File: config.mk
export PLATFORM = sky130hd
export DESIGN_NAME = source_comment_directive_stripper_top
export DESIGN_NICKNAME = d
export VERILOG_FILES = /design/src/rtl/core/scds_pkg.sv /design/src/rtl/core/source_comment_directive_stripper_top.sv /design/src/rtl/core/scds_step.sv /design/src/rtl/core/scds_emit.sv
export VERILOG_INCLUDE_DIRS = /design/src /design/src/rtl/core
export SDC_FILE = /design/constraint.sdc
export NUM_CORES = 1
export LEC_CHECK = 0
export ABC_AREA = 1
export BUFFER_PORTS_ARGS = -buffer_cell sky130_fd_sc_hd__buf_2
export CAP_MARGIN = 10
export CORE_UTILIZATION = 63
export DETAILED_ROUTE_END_ITERATION = 7
export PLACE_DENSITY = 0.82
export SYNTH_ARGS = -nofsm -noshare
export SYNTH_HDL_FRONTEND = slang
export SYNTH_SLANG_ARGS = --single-unit
File: constraint.sdc
create_clock -name clk -period 8.1 [get_ports clk]
set_input_delay 1.62 -clock clk [delete_from_list [all_inputs] [get_ports clk]]
set_output_delay 1.62 -clock clk [all_outputs]
set_load 0.01 [all_outputs]
File: src/rtl/core/source_comment_directive_stripper_top_defines.svh
// assertion macros shared by the stripper rtl
`ifndef SOURCE_COMMENT_DIRECTIVE_STRIPPER_TOP_DEFINES_SVH
`define SOURCE_COMMENT_DIRECTIVE_STRIPPER_TOP_DEFINES_SVH

// same-cycle implication, sampled on clk, off during rst
`define SCDS_ASSERT_NOW(lbl, ante, cons, msg) \
  lbl: assert property (@(posedge clk) disable iff (rst) (ante) |-> (cons)) else $error(msg);

// next-cycle implication, sampled on clk, off during rst
`define SCDS_ASSERT_NEXT(lbl, ante, cons, msg) \
  lbl: assert property (@(posedge clk) disable iff (rst) (ante) |=> (cons)) else $error(msg);

`endif

File: src/rtl/core/scds_pkg.sv
// shared types, character codes and keyword table for the comment stripper
package scds_pkg;

  typedef enum logic [2:0] {
    MODE_LINE_START = 3'd0,
    MODE_PREFIX     = 3'd1,
    MODE_BODY       = 3'd2,
    MODE_DROP       = 3'd3,
    MODE_BLOCK      = 3'd4
  } mode_t;

  localparam logic [3:0] PREFIX_LEN = 4'd15;

  localparam logic [7:0] CH_HASH  = 8'h23;
  localparam logic [7:0] CH_SLASH = 8'h2F;
  localparam logic [7:0] CH_STAR  = 8'h2A;
  localparam logic [7:0] CH_NL    = 8'h0A;
  localparam logic [7:0] CH_SPACE = 8'h20;
  localparam logic [7:0] CH_TAB   = 8'h09;

  typedef struct packed {
    mode_t      mode;
    logic [3:0] matched;
    logic       slash;
    logic       star;
  } scan_t;

  localparam scan_t SCAN_RESET = '{mode: MODE_LINE_START, matched: 4'd0,
                                   slash: 1'b0, star: 1'b0};

  // results caused by one input byte, in output order:
  // released keyword bytes, held slash, the byte itself, slash flushed at end
  typedef struct packed {
    logic [3:0] prefix_cnt;
    logic       pre_slash;
    logic       has_byte;
    logic [7:0] data;
    logic       post_slash;
    logic       fin;
    logic [4:0] total;
  } run_t;

  // "using namespace"
  function automatic logic [7:0] using_ns_byte(input logic [3:0] k);
    logic [7:0] ch;
    unique case (k)
      4'd0:    ch = 8'h75;
      4'd1:    ch = 8'h73;
      4'd2:    ch = 8'h69;
      4'd3:    ch = 8'h6E;
      4'd4:    ch = 8'h67;
      4'd5:    ch = 8'h20;
      4'd6:    ch = 8'h6E;
      4'd7:    ch = 8'h61;
      4'd8:    ch = 8'h6D;
      4'd9:    ch = 8'h65;
      4'd10:   ch = 8'h73;
      4'd11:   ch = 8'h70;
      4'd12:   ch = 8'h61;
      4'd13:   ch = 8'h63;
      4'd14:   ch = 8'h65;
      default: ch = 8'h00;
    endcase
    return ch;
  endfunction

endpackage

File: src/rtl/core/source_comment_directive_stripper_top.sv
// Comment and directive stripper for C/C++ text, one byte per transaction. Bytes pass
// through except preprocessor lines, "using namespace" lines, line comments and block
// comments; newlines are always kept, also those inside block comments. Each input
// transaction causes zero to fifteen output transactions (or one bare end marker when
// final_byte is set and nothing else comes out). A byte is taken every cycle as long as
// each byte gives at most one result and the output is not stalled; a byte that gives
// more results holds the input until its last result is handed on, because the result
// sequencer hands one result a cycle to the output register unless the output stalls.
// Path to the first result: input register, scanner into run register, output register.
`include "source_comment_directive_stripper_top_defines.svh"

module source_comment_directive_stripper_top (
  input  logic       clk,
  input  logic       rst,
  input  logic       item_valid,
  output logic       item_stall,
  input  logic [7:0] in_byte,
  input  logic       final_byte,
  output logic       result_valid,
  input  logic       result_stall,
  output logic [7:0] out_byte,
  output logic       byte_valid,
  output logic       last_of_run,
  output logic       end_of_text
);

  logic            held_valid;
  logic [7:0]      held_byte;
  logic            held_final;
  scds_pkg::scan_t scan;
  scds_pkg::scan_t scan_next;
  scds_pkg::run_t  run;
  logic            load_ok;
  logic            take;

  assign take       = held_valid && load_ok;
  assign item_stall = held_valid && !load_ok;

  always_ff @(posedge clk) begin
    if (rst) begin
      held_valid <= 1'b0;
    end else if (!item_stall) begin
      held_valid <= item_valid;
    end
  end

  always_ff @(posedge clk) begin
    if (item_valid && !item_stall) begin
      held_byte  <= in_byte;
      held_final <= final_byte;
    end
  end

  always_ff @(posedge clk) begin
    if (rst) begin
      scan <= scds_pkg::SCAN_RESET;
    end else if (take) begin
      scan <= scan_next;
    end
  end

  scds_step u_step (
    .in_byte    (held_byte),
    .final_byte (held_final),
    .cur        (scan),
    .nxt        (scan_next),
    .run        (run)
  );

  scds_emit u_emit (
    .clk          (clk),
    .rst          (rst),
    .load         (take),
    .run_in       (run),
    .load_ok      (load_ok),
    .result_valid (result_valid),
    .result_stall (result_stall),
    .out_byte     (out_byte),
    .byte_valid   (byte_valid),
    .last_of_run  (last_of_run),
    .end_of_text  (end_of_text)
  );

  `SCDS_ASSERT_NEXT(a_fin_resets, take && held_final, scan == scds_pkg::SCAN_RESET, "scan state not cleared after end of text")
  `SCDS_ASSERT_NOW(a_slash_in_body, scan.slash, scan.mode == scds_pkg::MODE_BODY, "slash held outside body text")

endmodule

File: src/rtl/core/scds_step.sv
// per-byte scanner: next scan state and the run of results for one input byte
module scds_step (
  input  logic [7:0]           in_byte,
  input  logic                 final_byte,
  input  scds_pkg::scan_t      cur,
  output scds_pkg::scan_t      nxt,
  output scds_pkg::run_t       run
);

  logic       do_body;
  logic       is_nl;
  logic [3:0] p;
  logic       pre;
  logic       has;
  logic       post;
  logic [4:0] sum;
  scds_pkg::scan_t st;

  assign is_nl = (in_byte == scds_pkg::CH_NL);

  always_comb begin
    st      = cur;
    p       = 4'd0;
    pre     = 1'b0;
    has     = 1'b0;
    post    = 1'b0;
    do_body = 1'b0;
    unique case (cur.mode)
      scds_pkg::MODE_LINE_START: begin
        if (in_byte == scds_pkg::CH_SPACE || in_byte == scds_pkg::CH_TAB || is_nl) begin
          has = 1'b1;
        end else if (in_byte == scds_pkg::CH_HASH) begin
          st.mode = scds_pkg::MODE_DROP;
        end else if (in_byte == scds_pkg::using_ns_byte(4'd0)) begin
          st.mode    = scds_pkg::MODE_PREFIX;
          st.matched = 4'd1;
        end else begin
          do_body = 1'b1;
        end
      end
      scds_pkg::MODE_PREFIX: begin
        if (cur.matched < scds_pkg::PREFIX_LEN &&
            in_byte == scds_pkg::using_ns_byte(cur.matched)) begin
          st.matched = cur.matched + 4'd1;
          if (st.matched == scds_pkg::PREFIX_LEN) begin
            st.matched = 4'd0;
            st.mode    = scds_pkg::MODE_DROP;
          end
        end else begin
          // keyword broke off: release what was held, then treat byte as text
          p          = cur.matched;
          st.matched = 4'd0;
          do_body    = 1'b1;
        end
      end
      scds_pkg::MODE_DROP: begin
        if (is_nl) begin
          has     = 1'b1;
          st.mode = scds_pkg::MODE_LINE_START;
        end
      end
      scds_pkg::MODE_BLOCK: begin
        if (is_nl) begin
          has = 1'b1;
        end
        if (cur.star && in_byte == scds_pkg::CH_SLASH) begin
          st.star = 1'b0;
          st.mode = scds_pkg::MODE_BODY;
        end else begin
          st.star = (in_byte == scds_pkg::CH_STAR);
        end
      end
      default: begin
        do_body = 1'b1;
      end
    endcase

    if (do_body) begin
      st.mode = scds_pkg::MODE_BODY;
      if (cur.slash) begin
        st.slash = 1'b0;
        if (in_byte == scds_pkg::CH_SLASH) begin
          st.mode = scds_pkg::MODE_DROP;
        end else if (in_byte == scds_pkg::CH_STAR) begin
          st.mode = scds_pkg::MODE_BLOCK;
          st.star = 1'b0;
        end else begin
          pre = 1'b1;
          has = 1'b1;
          if (is_nl) begin
            st.mode = scds_pkg::MODE_LINE_START;
          end
        end
      end else if (in_byte == scds_pkg::CH_SLASH) begin
        st.slash = 1'b1;
      end else begin
        has = 1'b1;
        if (is_nl) begin
          st.mode = scds_pkg::MODE_LINE_START;
        end
      end
    end

    // end of text flushes a pending keyword prefix and a pending slash
    if (final_byte) begin
      if (st.mode == scds_pkg::MODE_PREFIX) begin
        p = st.matched;
      end
      post = st.slash;
      st   = scds_pkg::SCAN_RESET;
    end

    sum = {1'b0, p} + {4'd0, pre} + {4'd0, has} + {4'd0, post};

    nxt            = st;
    run.prefix_cnt = p;
    run.pre_slash  = pre;
    run.has_byte   = has;
    run.data       = in_byte;
    run.post_slash = post;
    run.fin        = final_byte;
    run.total      = sum + {4'd0, final_byte && (sum == 5'd0)};
  end

endmodule

File: src/rtl/core/scds_emit.sv
// result sequencer: walks one run a result per cycle, while the output is not stalled, into the output register
`include "source_comment_directive_stripper_top_defines.svh"

module scds_emit (
  input  logic                clk,
  input  logic                rst,
  input  logic                load,
  input  scds_pkg::run_t      run_in,
  output logic                load_ok,
  output logic                result_valid,
  input  logic                result_stall,
  output logic [7:0]          out_byte,
  output logic                byte_valid,
  output logic                last_of_run,
  output logic                end_of_text
);

  logic           busy;
  logic           busy_next;
  scds_pkg::run_t run;
  logic [4:0]     idx;
  logic [4:0]     idx_next;

  logic           out_free;
  logic           fire;
  logic           is_last;
  logic [4:0]     a_pre;
  logic [4:0]     a_byte;
  logic [4:0]     a_post;
  logic [7:0]     el_byte;
  logic           el_valid;

  assign out_free = !result_valid || !result_stall;
  assign fire     = busy && out_free;
  assign is_last  = (idx == run.total - 5'd1);
  assign load_ok  = !busy || (fire && is_last);

  assign a_pre  = {1'b0, run.prefix_cnt};
  assign a_byte = a_pre + {4'd0, run.pre_slash};
  assign a_post = a_byte + {4'd0, run.has_byte};

  always_comb begin
    el_byte  = 8'h00;
    el_valid = 1'b1;
    priority if (idx < a_pre) begin
      el_byte = scds_pkg::using_ns_byte(idx[3:0]);
    end else if (run.pre_slash && idx == a_pre) begin
      el_byte = scds_pkg::CH_SLASH;
    end else if (run.has_byte && idx == a_byte) begin
      el_byte = run.data;
    end else if (run.post_slash && idx == a_post) begin
      el_byte = scds_pkg::CH_SLASH;
    end else begin
      // bare end marker
      el_valid = 1'b0;
    end
  end

  always_comb begin
    busy_next = busy;
    idx_next  = idx;
    if (fire) begin
      if (is_last) begin
        busy_next = 1'b0;
      end else begin
        idx_next = idx + 5'd1;
      end
    end
    if (load) begin
      busy_next = (run_in.total != 5'd0);
      idx_next  = 5'd0;
    end
  end

  always_ff @(posedge clk) begin
    if (rst) begin
      busy <= 1'b0;
      idx  <= 5'd0;
    end else begin
      busy <= busy_next;
      idx  <= idx_next;
    end
  end

  always_ff @(posedge clk) begin
    if (load) begin
      run <= run_in;
    end
  end

  always_ff @(posedge clk) begin
    if (rst) begin
      result_valid <= 1'b0;
    end else if (out_free) begin
      result_valid <= fire;
    end
  end

  always_ff @(posedge clk) begin
    if (fire) begin
      out_byte    <= el_byte;
      byte_valid  <= el_valid;
      last_of_run <= is_last;
      end_of_text <= run.fin && is_last;
    end
  end

  `SCDS_ASSERT_NOW(a_idx_in_run, busy, idx < run.total, "result index past end of run")
  `SCDS_ASSERT_NOW(a_eot_last, result_valid && end_of_text, last_of_run, "end of text not on last result")
  `SCDS_ASSERT_NOW(a_bare_eot, result_valid && !byte_valid, end_of_text && out_byte == 8'h00, "bare result that is not an end marker")

endmodule
==> results.cfg, run 1 <==
[logic_synthesis]
synth_top_family_by_area = simple AND/OR/NAND/NOR gates
synth_area_sq_um = 4252
netlist_instances = 497
synth-main-ff-cell = edfxtp_1
synth_cell_types = 49
synth-compound-area-share = 0.1095
synth_xor_area_frac = 0.04532
syn_avg_cell_area_sq_um = 8.554
ys_seq_area_frac = 0.4356
synthSimpleGateAreaFrac = 0.2487
synth-adder-area-share = 0.08593
async_flop_share = 0
synth-seq-cells = 72
yosysWarnings = 0
synth_edf_count = 41
synth_nets = 538
synth_mux_area_frac = 0

[power]
peakVddDrop_uv = 127.7
power.density_nw_per_um2 = 175.7
leakagePower_nw = 2.025

[routing]
drc = 4
first_pass_iters = 7
drtIter0Drc = 192
vias_per_cell = 5.476
wl_per_cell_um = 13.91
vias = 3362
drtAntennaViolNets = 0
routed_wl_um = 8543

[timing]
slew_headroom = 0.3458
fmax_mhz = 216.7
finalWorstSetupSlack_ns = 3.485
finalClockSkew_ns = 0.01188
tns_ns = 0
tightest_slew_ns = 0.9777
rsz0062_at_grt = no
period_minus_slack_ns = 4.615
hold_viol_final = 0
layout_worst_path_cycle_share = 0.5698
setup_viol = 0
maxSlewViolCount = 0

[run_status]
violations = DRC
outcome = finished, violations left

[clocking]
cts_buffers = 9
path_clk_slew_ns = 0.09
hold_buffers = 0
cts_htree_levels = 3
cts_num_sinks = 72
root_buffer = clkbuf_8
post_cts_buffers = 0
cts.path.max_buffers = 2
insertion_delay_ns = 0.35
cts_resized = 0
cts_tree = yes

[final_layout]
final_nets = 573
fillers = 470
antennaDiodeCount = 0
area_growth_syn_to_layout_pct = 9.829
final_cells = 614
drive_above_1_share = 0.1750
final_core_util = 0.7271

[critical_path]
cp-start-kind = register
required_ns = 8.33
worstSetupEndpointType = register
crit_type = register to register
crit_family = adder cells
worstPathArrival_ns = 4.85
slowest_stage = fa_1
path_cells = ha_1, nand3_1, nand3_1, nor2_1, nand2_1, nor2_1, a311oi_1, o22ai_1, fa_1, ha_1, inv_1, fa_1, inv_1, nand3_2, nand2_2, nand3_1, nor3_1, ha_1, ha_1, or2_2, nor2_1, nand3_1, nand2_1, a21oi_1
cp.buffers_inverters = 2
path_max_fanout = 7
critPathMaxStageDelay_ns = 0.57

[place]
gp_congestion = 0.9149
dp_hpwl_um = 6558
place_inst = 598
place_ws_ns = 3.567
port_buffers = 25

[global_route]
grt-ovfl-total = 0
grt_pass1_wl_um = 14430
grt_pass1_vias = 3254
track_usage = 0.2623
antenna_found_initial = 0
grt_start_max_net_pins = 23

[floorplan]
start_util = 0.6620
die_h_um = 84.15
rows = 29
die_w_um = 84.15
die_area_sq_um = 7081
core_sq_um = 6422
io_pins = 26

[min_path]
worstHoldPathType = register to register

[flow_run]
maxCapViolations = 0
==> final timing paths <==
path                     startpoint                  endpoint  slack, ns  cells after the start
min reg2reg  held_byte[7]$_DFFE_PP_  u_emit.run[14]$_DFFE_PP_       0.50                      0
max            scan[3]$_SDFFE_PP0P_  u_emit.busy$_SDFFE_PP0P_       3.48                     24
max reg2reg    scan[3]$_SDFFE_PP0P_  u_emit.busy$_SDFFE_PP0P_       3.48                     24
min          held_byte[7]$_DFFE_PP_  u_emit.run[14]$_DFFE_PP_       0.50                      0
==> Yosys cell counts, drive strengths merged (2+ instances only) <==
cell | number | area share
nand2 | 100 | 0.099
inv | 81 | 0.072
nor2 | 73 | 0.070
edfxtp | 41 | 0.29
dfxtp | 31 | 0.15
nand3 | 28 | 0.042
ha | 26 | 0.077
o21ai | 22 | 0.030
o22ai | 18 | 0.031
xnor2 | 13 | 0.027
a21oi | 12 | 0.018
xor2 | 9 | 0.019
nand4 | 8 | 0.013
nor3 | 6 | 0.0082
or2 | 4 | 0.0059
a22oi | 3 | 0.0053
nand3b | 3 | 0.0053
a211oi | 2 | 0.0035
a21o | 2 | 0.0035
a22o | 2 | 0.0041
fa | 2 | 0.0094
==> per-layer routing <==
layer  track usage  part of all wire
met1        0.3104              0.43
met2        0.4635              0.51
met3       0.06391             0.049
met4       0.09718             0.015
met5             0                 0
==> worst reg2reg max path, stage by stage (launching register included) <==
cell      delay [ns]
dfxtp_1         0.46
ha_1            0.24
nand3_1         0.09
nand3_1         0.09
nor2_1          0.05
nand2_1         0.15
nor2_1          0.09
a311oi_1        0.44
o22ai_1         0.21
fa_1            0.57
ha_1            0.17
inv_1           0.06
fa_1            0.37
inv_1           0.08
nand3_2         0.12
nand2_2         0.11
nand3_1         0.07
nor3_1          0.14
ha_1            0.19
ha_1            0.24
or2_2           0.27
nor2_1          0.10
nand3_1         0.08
nand2_1         0.07
a21oi_1         0.06
==> cells by family (layout without fill, tap and decap cells) <==
| kind of cell | Yosys count | count (layout) |
|---|---|---|
| adder cells (fa/ha/maj) | 28 | 28 |
| XOR/XNOR | 22 | 22 |
| AO/OA/AOI/OAI | 68 | 68 |
| buffers and inverters | 83 | 123 |
| AND/OR/NAND/NOR | 224 | 224 |
| flip-flops | 72 | 72 |
==> cell usage in the layout, fill, tap and decap left out, drive strengths merged, types with 3 or more instances in the layout <==
| master | n |
|---|---|
| or2 | 4 |
| nand2 | 100 |
| buf | 25 |
| o21ai | 22 |
| ha | 26 |
| xor2 | 9 |
| xnor2 | 13 |
| a22oi | 3 |
| nand3b | 3 |
| nor3 | 6 |
| nand4 | 8 |
| dfxtp | 31 |
| a21oi | 12 |
| nand3 | 28 |
| edfxtp | 41 |
| inv | 83 |
| o22ai | 18 |
| clkinv | 4 |
| clkbuf | 9 |
| nor2 | 73 |
==> through the flow <==
step | hold slack (ns) | total power [mW] | area (sq um)
after detailed placement | 0.4702 | 0.5366 | 4466
after global placement | 0.4790 | 0.5314 | 4466
after global routing | 0.5186 | 0.8556 | 4669
after CTS | 0.4951 | 0.8227 | 4669
final | 0.4953 | 0.8206 | 4669
after floorplan | 0.4510 | 0.5079 | 4252
==> where the power goes <==
group,switching [mW],internal [mW],total [mW]
clock,0.145,0.146,0.291
combinational,0.0671,0.0394,0.107
sequential,0.0128,0.411,0.423
==> cell type report <==
cell class / instances / area [sq um] / area share
Multi-Input combinational cell: 342 / 2081 / 0.4456
Sequential cell: 72 / 1852 / 0.3966
Inverter: 82 / 311.5 / 0.06672
Timing Repair Buffer: 25 / 125.1 / 0.02680
Clock buffer: 9 / 123.9 / 0.02653
Tap cell: 77 / 96.34 / 0.02063
Clock inverter: 7 / 80.08 / 0.01715
No activity file was read; power rests on OpenSTA's default activity.
==> run 2, diff against run 1 <==
--- a/config.mk
+++ b/config.mk
@@ -9,9 +9,9 @@
 export ABC_AREA = 1
 export BUFFER_PORTS_ARGS = -buffer_cell sky130_fd_sc_hd__buf_2
 export CAP_MARGIN = 10
-export CORE_UTILIZATION = 63
+export CORE_UTILIZATION = 61
 export DETAILED_ROUTE_END_ITERATION = 7
-export PLACE_DENSITY = 0.82
+export PLACE_DENSITY = 0.8
 export SYNTH_ARGS = -nofsm -noshare
 export SYNTH_HDL_FRONTEND = slang
 export SYNTH_SLANG_ARGS = --single-unit
==> constraint.sdc (replaced) <==
create_clock -name clk -period 4.25 [get_ports clk]
set_input_delay 0.85 -clock clk [delete_from_list [all_inputs] [get_ports clk]]
set_output_delay 0.85 -clock clk [all_outputs]
set_load 0.01 [all_outputs]
==> results.cfg, run 2 (synthesis gave the netlist of run 1 again) <==
[run_status]
violations = setup timing
outcome = finished, violations left

[final_layout]
drive_above_1_share = 0.2658
final_core_util = 0.7380
final_nets = 604
area_growth_syn_to_layout_pct = 17.27
mostFrequentLayoutCell = nand2_1
antennaDiodeCount = 0
final_cell_mix = nand2_1, inv_1, nor2_1, edfxtp_1
final-seq-area_sq_um = 1853
multiInputGateArea_sq_um = 2180
fillers = 470

[timing]
finalWorstSetupSlack_ns = -0.09802
layout_worst_path_cycle_share = 1.023
slew_headroom = 0.7013
finalClockSkew_ns = 0.008204
setup_viol = 1
maxSlewViolCount = 0
tightest_slew_ns = 0.4465
hold_viol_final = 0
fmax_mhz = 230.0
rsz0062_at_grt = yes
period_minus_slack_ns = 4.348

[power]
p_comb_frac = 0.149
swShare = 0.2867
switching_power_mw = 0.4383
leakagePower_nw = 2.156
peakVddDrop_uv = 191.3
p_seq_frac = 0.528
power.density_nw_per_um2 = 306.6
clock_power_share = 0.323
internal_power_mw = 1.090

[clocking]
cts_num_sinks = 72
path_clk_slew_ns = 0.09
cts_htree_levels = 3
cts_buffers = 9
root_buffer = clkbuf_8
insertion_delay_ns = 0.35
cts.path.max_buffers = 2
cts_tree = yes

[floorplan]
start_util = 0.6293
die_h_um = 85.49
core_sq_um = 6756
rows = 30
die_area_sq_um = 7308
io_pins = 26
die_w_um = 85.49

[routing]
drc = 0
first_pass_iters = 6
vias = 3521
drtAntennaViolNets = 0
drtIter0Drc = 224
wl_per_cell_um = 13.97
routed_wl_um = 9054
vias_per_cell = 5.434

[global_route]
met1_usage = 0.2996
use_met2 = 0.4764
grt_pass1_wl_um = 14740
grt_start_max_net_pins = 23
grt_busiest_layer = met2
grt-ovfl-total = 0
met3_usage = 0.04669
antenna_found_initial = 0
grt_pass1_vias = 3333
track_usage = 0.2588

[critical_path]
worstSetupEndpointType = register
worstPathArrival_ns = 4.59
cp-start-kind = register
required_ns = 4.49
path_max_fanout = 6
crit_type = register to register

[flow_run]
maxCapViolations = 0

[place]
place_ws_ns = -0.07260
dp_hpwl_um = 6568
port_buffers = 25
gp_congestion = 0.8616

[min_path]
worstHoldPathType = register to register
-- run 2: changes by cell type in the layout (fill, tap and decap cells not counted), moves of 3 or more --
cell | before | now
nor2_1 | 67 | 59
inv_2 | 10 | 15
buf_4 | 0 | 30
nand2_2 | 15 | 18
inv_1 | 70 | 65
nor2_2 | 4 | 12
ha_1 | 26 | 23
nand2_1 | 84 | 80
-- run 2: routing by layer --
| layer | routed length (um) | part of all wire | vias to the layer above |
|---|---|---|---|
| li1 | - | - | 1778 |
| met1 | 3907 | 0.43 | 1636 |
| met2 | 4688 | 0.52 | 91 |
| met3 | 317 | 0.035 | 16 |
| met4 | 140 | 0.015 | 0 |
| met5 | 0 | 0 | - |
-- run 2: area by class of cell --
type	count	area share
clock buffers	9	0.02484
clock inverters	7	0.01129
inverters	82	0.06248
multi-input cells	342	0.4371
flip-flops and latches	72	0.3716
well taps	80	0.02008
repair buffers	56	0.07252
-- run 2: worst paths after layout --
| check | start | to | slack, ns | cells after the start |
|---|---|---|---|---|
| max reg2reg | held_byte[3]$_DFFE_PP_ | u_emit.busy$_SDFFE_PP0P_ | -0.1 | 23 |
| min | held_byte[7]$_DFFE_PP_ | u_emit.run[14]$_DFFE_PP_ | 0.48 | 0 |
| min reg2reg | held_byte[7]$_DFFE_PP_ | u_emit.run[14]$_DFFE_PP_ | 0.48 | 0 |
| max | held_byte[3]$_DFFE_PP_ | u_emit.busy$_SDFFE_PP0P_ | -0.1 | 23 |
-- run 2: metrics by stage --
stage | setup TNS, ns | std cells | hold slack, ns | cell area, sq um | power, mW
finish | -0.09802 | 648 | 0.4826 | 4986 | 1.529
global route | -0.8231 | 648 | 0.5172 | 4986 | 1.592
CTS | 0 | 643 | 0.4873 | 4878 | 1.516
detailed placement | -0.07260 | 620 | 0.4675 | 4612 | 1.027
global placement | 0 | 620 | 0.4683 | 4612 | 1.018
floorplan | 0 | 497 | 0.4510 | 4252 | 0.9680
-- run 2: power by group through the flow --
stage	sequential [mW]	clock, mW	combinational, mW
floorplan	0.820	0	0.148
CTS	0.806	0.496	0.214
detailed placement	0.822	0	0.205
global route	0.812	0.528	0.253
finish	0.808	0.494	0.227
global placement	0.821	0	0.197
-- run 2: what timing repair did --
item                       CTS  global route
pin swaps                    4            23
setup endpoints to repair    1             4
resized for setup           12            21
setup buffers                7             5
hold buffers                 0             0
-- run 2: critical path: stages, from the launching register on --
cell and delay [ns]:
edfxtp_1 0.51, xnor2_1 0.19, nand2_1 0.09, nor2_2 0.15, nand2_2 0.10, nand2_4 0.10
nand3_4 0.12, o21ai_1 0.26, nor2_2 0.09, fa_1 0.54, ha_2 0.18, inv_2 0.04
fa_2 0.53, inv_2 0.04, nor2_2 0.09, nand3_1 0.09, nor3_2 0.16, ha_2 0.23
ha_4 0.21, or2_4 0.23, nor2_2 0.07, nand3_1 0.08, nand2_1 0.09, a21oi_2 0.05
